===== src/tprm_pkg.sv =====
// ----------------------------------------------------------------------------
// tprm_pkg: shared types and constants of the top-k precision/recall meter
// Holds the request and status codes, size limits, field widths, FSM states and the cell command.
// ----------------------------------------------------------------------------
`default_nettype none
package tprm_pkg;

  typedef enum logic [1:0] {
    REQ_SCORE = 2'd0,
    REQ_LABEL = 2'd1,
    REQ_EOS   = 2'd2,
    REQ_EOB   = 2'd3
  } req_t;

  localparam logic [1:0] ST_OK      = 2'd0;
  localparam logic [1:0] ST_NOLABEL = 2'd1;
  localparam logic [1:0] ST_FEWCLS  = 2'd2;
  localparam logic [1:0] ST_EMPTY   = 2'd3;

  localparam int MAX_K       = 16;
  localparam int CLASSES     = 1024;
  localparam int MAX_LABELS  = 16;
  localparam int MAX_SAMPLES = 1024;
  localparam int LBL_W       = $clog2(MAX_LABELS + 1);

  localparam int SCORE_W = 32;
  localparam int CLASS_W = 10;
  localparam int Q_W     = 17;
  localparam int SUM_W   = 27;
  localparam int CNT_W   = 11;

  localparam logic [Q_W-1:0] Q_ONE = 17'd65536;

  typedef enum logic [1:0] {
    S_IDLE,
    S_DIV_SAMPLE,
    S_DIV_BATCH,
    S_OUT
  } state_t;

  // Command broadcast to every ranking cell.
  typedef struct packed {
    logic                    ins;    // insert a score
    logic                    clr;    // drop all entries
    logic signed [SCORE_W-1:0] score;
    logic [CLASS_W-1:0]      cls;
  } cell_cmd_t;

endpackage
`default_nettype wire


===== src/tprm_cell.sv =====
// ----------------------------------------------------------------------------
// tprm_cell: one slot of the ranked list
// Holds a score and class; on insert keeps, takes the new item, or takes the
// left neighbor's entry so the list shifts right behind the insertion point.
// ----------------------------------------------------------------------------
`default_nettype none
module tprm_cell (
  input  wire logic                  clk,
  input  wire logic                  rst,
  input  wire tprm_pkg::cell_cmd_t   cmd,
  input  wire logic                  en,        // slot index below effective k
  input  wire logic                  left_win,  // new score ranks before left
  input  wire logic                  left_valid,
  input  wire logic signed [31:0]    left_score,
  input  wire logic [9:0]            left_cls,
  output logic                       valid,
  output logic signed [31:0]         score_q,
  output logic [9:0]                 cls_q,
  output logic                       win        // new score ranks before this
);
  // A held entry loses to the new score unless strictly larger.
  assign win = !valid || !(score_q > cmd.score);

  always_ff @(posedge clk) begin
    if (rst || cmd.clr) begin
      valid <= 1'b0;
    end else if (cmd.ins) begin
      if (!en) begin
        valid <= 1'b0;
      end else if (win && !left_win) begin
        valid   <= 1'b1;
        score_q <= cmd.score;
        cls_q   <= cmd.cls;
      end else if (win && left_win) begin
        valid   <= left_valid;
        score_q <= left_score;
        cls_q   <= left_cls;
      end
    end
  end
endmodule
`default_nettype wire


===== src/tprm_divider.sv =====
// ----------------------------------------------------------------------------
// tprm_divider: restoring divider, one quotient bit per cycle
// Divides a 27-bit dividend by an 11-bit divisor.
// ----------------------------------------------------------------------------
`default_nettype none
module tprm_divider (
  input  wire logic        clk,
  input  wire logic        rst,
  input  wire logic        start,
  input  wire logic [26:0] dividend,
  input  wire logic [10:0] divisor,
  output logic             busy,
  output logic [26:0]      quotient
);
  logic [4:0]  cnt;
  logic [10:0] rem;
  logic [10:0] dvs;
  logic [11:0] trial;
  logic [11:0] diff;

  always_comb trial = {rem, quotient[26]};
  always_comb diff = trial - {1'b0, dvs};

  always_ff @(posedge clk) begin
    if (rst) begin
      busy <= 1'b0;
      cnt  <= 5'd0;
    end else if (start) begin
      busy     <= 1'b1;
      cnt      <= 5'd26;
      rem      <= 11'd0;
      dvs      <= divisor;
      quotient <= dividend;
    end else if (busy) begin
      if (trial >= {1'b0, dvs}) begin
        rem      <= diff[10:0];
        quotient <= {quotient[25:0], 1'b1};
      end else begin
        rem      <= trial[10:0];
        quotient <= {quotient[25:0], 1'b0};
      end
      if (cnt == 5'd0) busy <= 1'b0;
      else cnt <= cnt - 5'd1;
    end
  end
endmodule
`default_nettype wire


===== src/topk_precision_recall_meter.sv =====
// ----------------------------------------------------------------------------
// topk_precision_recall_meter: top-k precision and recall over a batch
// Ranks streamed class scores in a chain of cells, counts label hits, and
// averages per-sample precision and recall at end of batch.
// ----------------------------------------------------------------------------
//  channel | signals                               | direction
//  in      | in_valid in_ready req_type score label | request in
//  out     | out_valid out_ready precision recall   | result out
//          | status samples_seen                   |
//  cfg     | cfg_valid cfg_ready cfg_data (top_k)  | register write
//
// Scores and labels never stall the input: the cell chain compares the new
// score against every slot at once and shifts in a single step.
// A counted end of sample holds in_ready low while two divisions run on the
// shared divider, each a start, one step per quotient bit and a finish.
// A dropped end of sample does not stall the input. A non-empty end of batch
// runs the same two divisions, then the result waits in the output state for
// out_ready; an empty batch presents its result on the cycle after the request.
// Reset is synchronous; it empties the chain and clears all sums.
// ----------------------------------------------------------------------------
`default_nettype none
module topk_precision_recall_meter (
  input  wire logic               clk,
  input  wire logic               rst,
  input  wire logic               in_valid,
  output logic                    in_ready,
  input  wire logic [1:0]         req_type,
  input  wire logic signed [31:0] score,
  input  wire logic [9:0]         label,
  output logic                    out_valid,
  input  wire logic               out_ready,
  output logic [16:0]             precision,
  output logic [16:0]             recall,
  output logic [1:0]              status,
  output logic [10:0]             samples_seen,
  input  wire logic               cfg_valid,
  output logic                    cfg_ready,
  input  wire logic [4:0]         cfg_data
);
  localparam int MAX_K       = tprm_pkg::MAX_K;
  localparam int CLASSES     = tprm_pkg::CLASSES;
  localparam int MAX_LABELS  = tprm_pkg::MAX_LABELS;
  localparam int MAX_SAMPLES = tprm_pkg::MAX_SAMPLES;
  localparam int LW          = tprm_pkg::LBL_W;

  tprm_pkg::state_t state, state_next;
  logic [4:0]  top_k;
  logic [6:0]  keff;
  logic [tprm_pkg::CNT_W-1:0] class_counter;
  logic [LW-1:0] label_count;
  logic [LW-1:0] hit_count;
  logic [tprm_pkg::SUM_W-1:0] precision_sum, recall_sum;
  logic [tprm_pkg::CNT_W-1:0] sample_count;
  logic [1:0]  error_code;
  logic        phase;        // 0 first division, 1 second
  logic [tprm_pkg::Q_W-1:0] p_q;

  logic acc;
  assign acc = in_valid && in_ready;
  assign in_ready  = (state == tprm_pkg::S_IDLE);
  assign cfg_ready = 1'b1;

  // Clamp top_k to 1..MAX_K; zero acts as one.
  always_comb begin
    if (top_k == 5'd0) keff = 7'd1;
    else if ({2'b00, top_k} > 7'(MAX_K)) keff = 7'(MAX_K);
    else keff = {2'b00, top_k};
  end

  // cell chain
  tprm_pkg::cell_cmd_t cmd;
  logic [MAX_K-1:0] vld, win, en;
  logic signed [31:0] sc [MAX_K];
  logic [9:0] cl [MAX_K];
  logic [MAX_K-1:0] match;

  // Drop the list at every end of sample and end of batch; the hit count
  // is already final once the end-of-sample request is taken.
  always_comb begin
    cmd.ins   = acc && req_type == tprm_pkg::REQ_SCORE
                && class_counter < 11'(CLASSES);
    cmd.clr   = acc && (req_type == tprm_pkg::REQ_EOS
                        || req_type == tprm_pkg::REQ_EOB);
    cmd.score = score;
    cmd.cls   = class_counter[9:0];
  end

  for (genvar i = 0; i < MAX_K; i++) begin : g_cell
    assign en[i]    = 7'(i) < keff;
    assign match[i] = vld[i] && en[i] && cl[i] == label;
    if (i == 0) begin : g_head
      tprm_cell u_cell (.clk, .rst, .cmd(cmd), .en(en[i]), .left_win(1'b0),
        .left_valid(1'b0), .left_score(32'sd0), .left_cls(10'd0),
        .valid(vld[i]), .score_q(sc[i]), .cls_q(cl[i]), .win(win[i]));
    end else begin : g_body
      tprm_cell u_cell (.clk, .rst, .cmd(cmd), .en(en[i]), .left_win(win[i-1]),
        .left_valid(vld[i-1]), .left_score(sc[i-1]), .left_cls(cl[i-1]),
        .valid(vld[i]), .score_q(sc[i]), .cls_q(cl[i]), .win(win[i]));
    end
  end

  // shared divider
  logic        dv_start, dv_busy;
  logic [26:0] dv_dend, dv_q;
  logic [10:0] dv_dsr;
  tprm_divider u_div (.clk, .rst, .start(dv_start), .dividend(dv_dend),
    .divisor(dv_dsr), .busy(dv_busy), .quotient(dv_q));

  // A sample is averaged only with labels, enough scores and room left.
  logic eos_ok;
  assign eos_ok = label_count != '0 && class_counter >= {4'd0, keff}
                  && sample_count < 11'(MAX_SAMPLES);

  always_comb begin
    state_next = state;
    unique case (state)
      tprm_pkg::S_IDLE: begin
        if (acc && req_type == tprm_pkg::REQ_EOS && eos_ok)
          state_next = tprm_pkg::S_DIV_SAMPLE;
        else if (acc && req_type == tprm_pkg::REQ_EOB)
          state_next = (sample_count == 11'd0) ? tprm_pkg::S_OUT
                                               : tprm_pkg::S_DIV_BATCH;
      end
      tprm_pkg::S_DIV_SAMPLE:
        if (!dv_busy && !dv_start && phase) state_next = tprm_pkg::S_IDLE;
      tprm_pkg::S_DIV_BATCH:
        if (!dv_busy && !dv_start && phase) state_next = tprm_pkg::S_OUT;
      tprm_pkg::S_OUT:
        if (out_ready) state_next = tprm_pkg::S_IDLE;
      default: state_next = tprm_pkg::S_IDLE;
    endcase
  end

  // Per sample: hits*65536 over k, then over labels. Per batch: each sum
  // over the sample count.
  always_comb begin
    dv_dend = '0;
    dv_dsr  = 11'd1;
    if (state == tprm_pkg::S_DIV_SAMPLE) begin
      dv_dend = {6'd0, hit_count, 16'd0};
      dv_dsr  = phase ? 11'(label_count) : {4'd0, keff};
    end else begin
      dv_dend = phase ? recall_sum : precision_sum;
      dv_dsr  = sample_count;
    end
  end

  logic started;
  assign dv_start = (state == tprm_pkg::S_DIV_SAMPLE || state == tprm_pkg::S_DIV_BATCH)
                    && !dv_busy && !started;

  // Saturate a ratio at one (repeated labels can push precision past it).
  function automatic logic [16:0] sat(input logic [26:0] v);
    sat = (v > {10'd0, tprm_pkg::Q_ONE}) ? tprm_pkg::Q_ONE : v[16:0];
  endfunction

  always_ff @(posedge clk) begin
    if (rst) begin
      state <= tprm_pkg::S_IDLE;
      top_k <= 5'd1;
      class_counter <= '0; label_count <= '0; hit_count <= '0;
      precision_sum <= '0; recall_sum <= '0; sample_count <= '0;
      error_code <= tprm_pkg::ST_OK; phase <= 1'b0; started <= 1'b0;
      out_valid <= 1'b0;
    end else begin
      state <= state_next;
      if (cfg_valid && cfg_ready) top_k <= cfg_data;
      if (acc) begin
        unique case (tprm_pkg::req_t'(req_type))
          tprm_pkg::REQ_SCORE:
            if (class_counter < 11'(CLASSES)) class_counter <= class_counter + 11'd1;
          tprm_pkg::REQ_LABEL:
            if (label_count < LW'(MAX_LABELS)) begin
              label_count <= label_count + LW'(1);
              if (|match) hit_count <= hit_count + LW'(1);
            end
          tprm_pkg::REQ_EOS: begin
            // No labels is flagged before too few scores; keep the first flag.
            if (label_count == '0) begin
              if (error_code == tprm_pkg::ST_OK) error_code <= tprm_pkg::ST_NOLABEL;
            end else if (class_counter < {4'd0, keff}) begin
              if (error_code == tprm_pkg::ST_OK) error_code <= tprm_pkg::ST_FEWCLS;
            end
            class_counter <= '0;
            // Hold the counts for the divider when the sample is averaged.
            if (!eos_ok) begin
              label_count <= '0; hit_count <= '0;
            end
          end
          tprm_pkg::REQ_EOB: begin
            // Drop any unfinished sample.
            class_counter <= '0; label_count <= '0; hit_count <= '0;
            if (sample_count == 11'd0) begin
              precision <= '0; recall <= '0; status <= tprm_pkg::ST_EMPTY;
              samples_seen <= '0; out_valid <= 1'b1;
              error_code <= tprm_pkg::ST_OK;
            end
          end
          default: ;
        endcase
      end
      // division sequencing
      if (dv_start) started <= 1'b1;
      if ((state == tprm_pkg::S_DIV_SAMPLE || state == tprm_pkg::S_DIV_BATCH)
          && started && !dv_busy) begin
        started <= 1'b0;
        if (!phase) begin
          phase <= 1'b1;
          p_q   <= sat(dv_q);
        end else begin
          phase <= 1'b0;
          if (state == tprm_pkg::S_DIV_SAMPLE) begin
            precision_sum <= precision_sum + 27'(p_q);
            recall_sum    <= recall_sum + 27'(sat(dv_q));
            sample_count  <= sample_count + 11'd1;
            label_count   <= '0; hit_count <= '0;
          end else begin
            precision    <= p_q;
            recall       <= sat(dv_q);
            status       <= error_code;
            samples_seen <= sample_count;
            out_valid    <= 1'b1;
            precision_sum <= '0; recall_sum <= '0; sample_count <= '0;
            error_code <= tprm_pkg::ST_OK;
          end
        end
      end
      if (out_valid && out_ready) out_valid <= 1'b0;
    end
  end

  // assertions
  a_out_only_in_out: assert property (@(posedge clk) disable iff (rst)
    out_valid |-> state == tprm_pkg::S_OUT) else $error("result outside output state");
  a_no_accept_busy: assert property (@(posedge clk) disable iff (rst)
    dv_busy |-> !in_ready) else $error("accept during division");
  a_fill_prefix: assert property (@(posedge clk) disable iff (rst)
    (vld[0] == 1'b0) |-> (vld == '0)) else $error("ranked list has gap");
  a_sum_bound: assert property (@(posedge clk) disable iff (rst)
    sample_count <= 11'(MAX_SAMPLES)) else $error("sample count overflow");
endmodule
`default_nettype wire


===== config.mk =====
export PLATFORM = sky130hd
export DESIGN_NAME = topk_precision_recall_meter
export DESIGN_NICKNAME = d
export VERILOG_FILES = /design/src/tprm_pkg.sv /design/src/tprm_cell.sv /design/src/tprm_divider.sv /design/src/topk_precision_recall_meter.sv
export SDC_FILE = /design/constraint.sdc
export NUM_CORES = 2
export LEC_CHECK = 0
export BUFFER_PORTS_ARGS = -buffer_cell sky130_fd_sc_hd__buf_2
export CAP_MARGIN = 20
export CORE_MARGIN = 1.5
export CORE_UTILIZATION = 60
export CTS_CLUSTER_SIZE = 14
export DETAILED_ROUTE_END_ITERATION = 8
export PLACE_DENSITY = 0.87
export SLEW_MARGIN = 5
export SYNTH_ARGS = -nofsm -noshare
export SYNTH_HDL_FRONTEND = slang
export SYNTH_HIERARCHICAL = 1
export SYNTH_SLANG_ARGS = --single-unit

===== constraint.sdc =====
create_clock -name clk -period 11.6 [get_ports clk]
set_input_delay 0.58 -clock clk [delete_from_list [all_inputs] [get_ports clk]]
set_output_delay 0.58 -clock clk [all_outputs]
set_load 0.02 [all_outputs]

Word-level counts from Yosys, hierarchy flattened
Cells that the tools add are included.
Cells by class
  bitwise operators: 4
  mux-type cells: 193
  order comparisons: 40
  add/subtract/negate cells: 8
  reduce and logical (&&, ||, !) cells: 217
  equal/unequal tests: 44
Operators by type and width (number)
  $mux 32: 30
  $gt 32x32->1: 16
  $mux 10: 30
  $mux 17: 13
  $mux 27: 6
  $eq 10x10->1: 16
  $mux 11: 11
  $mux 5: 17
  $logic_and 1x1->1: 78
  $reduce_and 4->1: 17
  $mux 1: 59
  $lt 4x7->1 const A: 8
  $add 27x17->27: 2
  $logic_not 1->1: 50
  $ne 3x3->1 const B: 15
  $reduce_and 2->1: 21
  $mux 2: 20
  $reduce_bool 2->1: 17
  $pmux 5 s3: 2
  $lt 3x7->1 const A: 4
  $gt 27x17->1 const B: 1
  $add 11x1->11 const B: 2
  $lt 11x11->1 const B: 2
  $pmux 11 s2: 1
  other kinds (27): 68
Storage, ports and cells
  input port bits: 54
  bits in registers: 905
  logic and storage cells: 577
  output and inout bits: 50

Depth between registers and ports, before layout
  word-level depth: 14
  depth in mapped cells: 15
  gate-level depth less buffers: 14

By module
The synthesis kept the hierarchy.
By module, submodules not included
  tprm_cell: sequential area each 1281.2 µm², area an instance 2701.3 µm², instances 16, cells each 217
  topk_precision_recall_meter: sequential area each 3883.7 µm², area an instance 11357.1 µm², instances 1, cells each 1266
  tprm_divider: sequential area each 1591.5 µm², area an instance 2792.7 µm², instances 1, cells each 214

Worst setup path after synthesis
No wires, ideal clock.
  kind: flip-flop to flip-flop
  start point: reg state[0]
  end point: reg g_cell[0].g_head.u_cell.cls_q[0], enable pin
  data required time: 11.104 ns
  slack: 4.584 ns
  cell stages (with the launch flop): 7
  clock period less this slack: 7.016 ns
  buffers on the path: 0
  data arrival time: 6.520 ns
  setup time: 0.496 ns
  path through: dfxtp_1 > inv_1 > ha_1 > nand2_1 > nor4_1 > nand3_1 > nor3_1
RTL lines
  start: declaration: line topk_precision_recall_meter.sv:46  | tprm_pkg::state_t state, state_next;
  start signal: assignment: line topk_precision_recall_meter.sv:159  | state <= tprm_pkg::S_IDLE;
  start signal: assignment: line topk_precision_recall_meter.sv:166  | state <= state_next;
  end signal: assignment: line tprm_cell.sv:33  | cls_q <= cmd.cls;
  end signal: assignment: line tprm_cell.sv:37  | cls_q <= left_cls;
  end: declaration: line tprm_cell.sv:18  | output logic [9:0] cls_q,

Worst setup path in the final report
  start point: reg u_div.quotient[3]
  end point: reg recall_sum[19] (netlist bit)
On the way
  cells in the longest elaborated chain, start to end: 4
RTL lines
  start: declaration: line tprm_divider.sv:13  | output logic [26:0] quotient
  start signal: assignment: line tprm_divider.sv:33  | quotient <= dividend;
  start signal: assignment: line tprm_divider.sv:37  | quotient <= {quotient[25:0], 1'b1};
  start signal: assignment: line tprm_divider.sv:40  | quotient <= {quotient[25:0], 1'b0};
  $gt 27x17->1: line topk_precision_recall_meter.sv:154  | sat = (v > {10'd0, tprm_pkg::Q_ONE}) ? tprm_pkg::Q_ONE : v[16:0];
  $mux 17 (*): line topk_precision_recall_meter.sv:154
  $add 27x17->27 (*): line topk_precision_recall_meter.sv:214  | recall_sum <= recall_sum + 27'(sat(dv_q));
  $mux 27 (*): line topk_precision_recall_meter.sv:212  | if (state == tprm_pkg::S_DIV_SAMPLE) begin
  end signal: assignment: line topk_precision_recall_meter.sv:214
  end: declaration: line topk_precision_recall_meter.sv:52  | logic [tprm_pkg::SUM_W-1:0] precision_sum, recall_sum;
Every way passes the cells marked *; elsewhere a longest branch is shown, timed or not.
A chain may end at the register's enable or synchronous reset.

==> out/qor.csv <==
metric,value,unit
status,finished clean,
Syn Std Cell Area,57370,um^2
RSZ-0062 raised after global routing,no,
Post-DRT Antenna Nets,0,
H-tree depth,3,
crit path time final,4.644,ns
Max Slew Vio Count,0,
clk sink count,905,
clock-pin slew on the worst setup and hold paths,0.07,ns
row count,113,
startpoint types,flop,
Core Region,94870,um^2
1st-iter DRT viols,3069,
CP peak stage delay,0.99,ns
Final Cycle Share,0.4004,
worst setup path startpoint,u_div/quotient[3],
DR vias,40010,
CTS Hold Buffers Added,0,
Synth-to-Final Area Change,8.401,%
hpwl dp,94.08,mm
fill count,6427,
CTS Buf Count,94,
fraction of layout cells with a size suffix above 1,0.1994,
Detailed Route WL,130.0,mm
Tot Pwr,7937,uW
DRT Pass-1 Iters,5,
number of port buffers,102,
Top delay family on crit path,compound AO/OA/AOI/OAI gates,
leakage power figure,0.02453,uW
Final #Nets,5761,
WL/cell,20.08,um
clock latency on the worst-skew pair,0.68,ns
peak supply drop,0.1326,mV
Fin Clk Skew,0.02949,ns
WP buf/inv,1,
largest net degree at the start of global routing,51,
GPL Wtd Cong,0.8864,
Avg Inst Size Synth,11.59,um^2
Critical Path AT,5.20,ns
CP max stage cell,a2111oi_0,
post-route insts no fill,6473,
Worst Setup End Kind,flop,
Starting Density,0.6047,
initial antenna violation count,3,
total die area,97480,um^2
routed vias/inst,6.181,
setup TNS,0,ns
Die X,312.2,um
grt ovf,0,
vias in the first global route,40770,
fmax,215.3,MHz
critical-path cell list,nor4_1 > nand4_1 > a21oi_1 > buf_4 > and2_1 > ha_1 > a21o_1 > a21oi_1 > o21ai_1 > a2111oi_0 > o21ai_1 > o211ai_2 > nor3b_1 > mux2i_1,
root buffer cell,clkbuf_16,
CTS tree,built,
Die H,312.2,um
Max Buffers Root-to-Sink,3,
FF-to-FF Start,u_div/quotient[3],
"Setup Fix Bufs, Post-CTS",0,
Hold Crit Class,input port to flop,
YS warnings,6,
Post-CTS Resized,0,
first-pass GRT wire length,209.0,mm
Cells after Synth,4951,
# placed instances,6292,
power density cells,127.6,nW/um^2
Final Hold Fails,0,
"critical path fanouts, max",17,
Final Setup Violations,0,
Relative slew margins,0.2184,
maxcap violations,0,
IO Pins,104,
slew at the pin closest to its max-slew limit,1.166,ns
DRC violations left,0,
hold path start,out_ready,
global-route usage over all layers,0.2628,
critical path class,flop to flop,
WP data required,12.16,ns
stage by stage:
stage | cell area, um^2 | setup WS, ns | hold slack (ns) | utilization
after floorplan | 57550 | 4.584 | 0.4486 | -
after global placement | 59140 | 6.618 | 0.4588 | 0.6234
after detailed placement | 59160 | 6.403 | 0.4554 | 0.6236
after CTS | 62090 | 7.090 | 0.09720 | 0.6545
after global routing | 62190 | 6.713 | 0.1356 | 0.6555
final | 62190 | 6.956 | 0.1436 | 0.6555
layer usage:
layer	wire length (um)	share of wire	track usage	vias up
li1	-	-	-	18710
met1	51760	0.40	0.3203	19580
met2	64070	0.49	0.4551	1360
met3	7372	0.057	0.03285	351
met4	6728	0.052	0.1401	4
met5	23	0.00018	0	-
state kept, by name, summed over array words and instances (netlist names), 10 cells and up:
| signal | cells |
|---|---|
| u_div/rem | 11 |
| g_cell.g_head.u_cell/cls_q | 10 |
| sample_count | 11 |
| u_div/dvs | 11 |
| recall | 17 |
| g_cell.g_body.u_cell/valid | 15 |
| g_cell.g_head.u_cell/score_q | 32 |
| recall_sum | 27 |
| samples_seen | 11 |
| g_cell.g_body.u_cell/score_q | 480 |
| class_counter | 11 |
| u_div/quotient | 27 |
| g_cell.g_body.u_cell/cls_q | 150 |
| precision | 17 |
| precision_sum | 27 |
| p_q | 17 |
report_power, final:
group	switching [uW]	internal [uW]
combinational	764	470
sequential	89.5	3690
clock	1260	1670
total	2120	5820
cells in the final DEF, fill, tap and decap left out, types with 55 or more instances in the layout:
master	instances
a21oi_1	281
ha_1	572
dfxtp_1	119
nand4_1	218
edfxtp_1	785
nor2_1	212
buf_4	72
a22o_1	62
nand2b_1	55
buf_2	103
nand2_1	212
o21ai_0	108
nand3_1	91
xnor2_1	178
clkbuf_16	98
mux2_2	652
inv_1	563
area by class of cell:
| type | instances | area, um^2 | area share |
|---|---|---|---|
| Multi-Input combinational cell | 3382 | 28420 | 0.4571 |
| Sequential cell | 905 | 25980 | 0.4177 |
| Clock buffer | 127 | 2581 | 0.04151 |
| Inverter | 568 | 2132 | 0.03428 |
| Tap cell | 1265 | 1583 | 0.02545 |
| Timing Repair Buffer | 180 | 1137 | 0.01829 |
| Clock inverter | 44 | 349.1 | 0.005613 |
| Antenna cell | 2 | 5.005 | 0.00008048 |
worst paths after layout:
path	end	slack (ns)	depth (start not counted)
max	recall_sum[19]	6.96	14
min	out_valid	0.14	2
max reg2reg	recall_sum[19]	6.96	14
min reg2reg	recall_sum[0]	0.47	2
(Power assumes the default switching activity.)
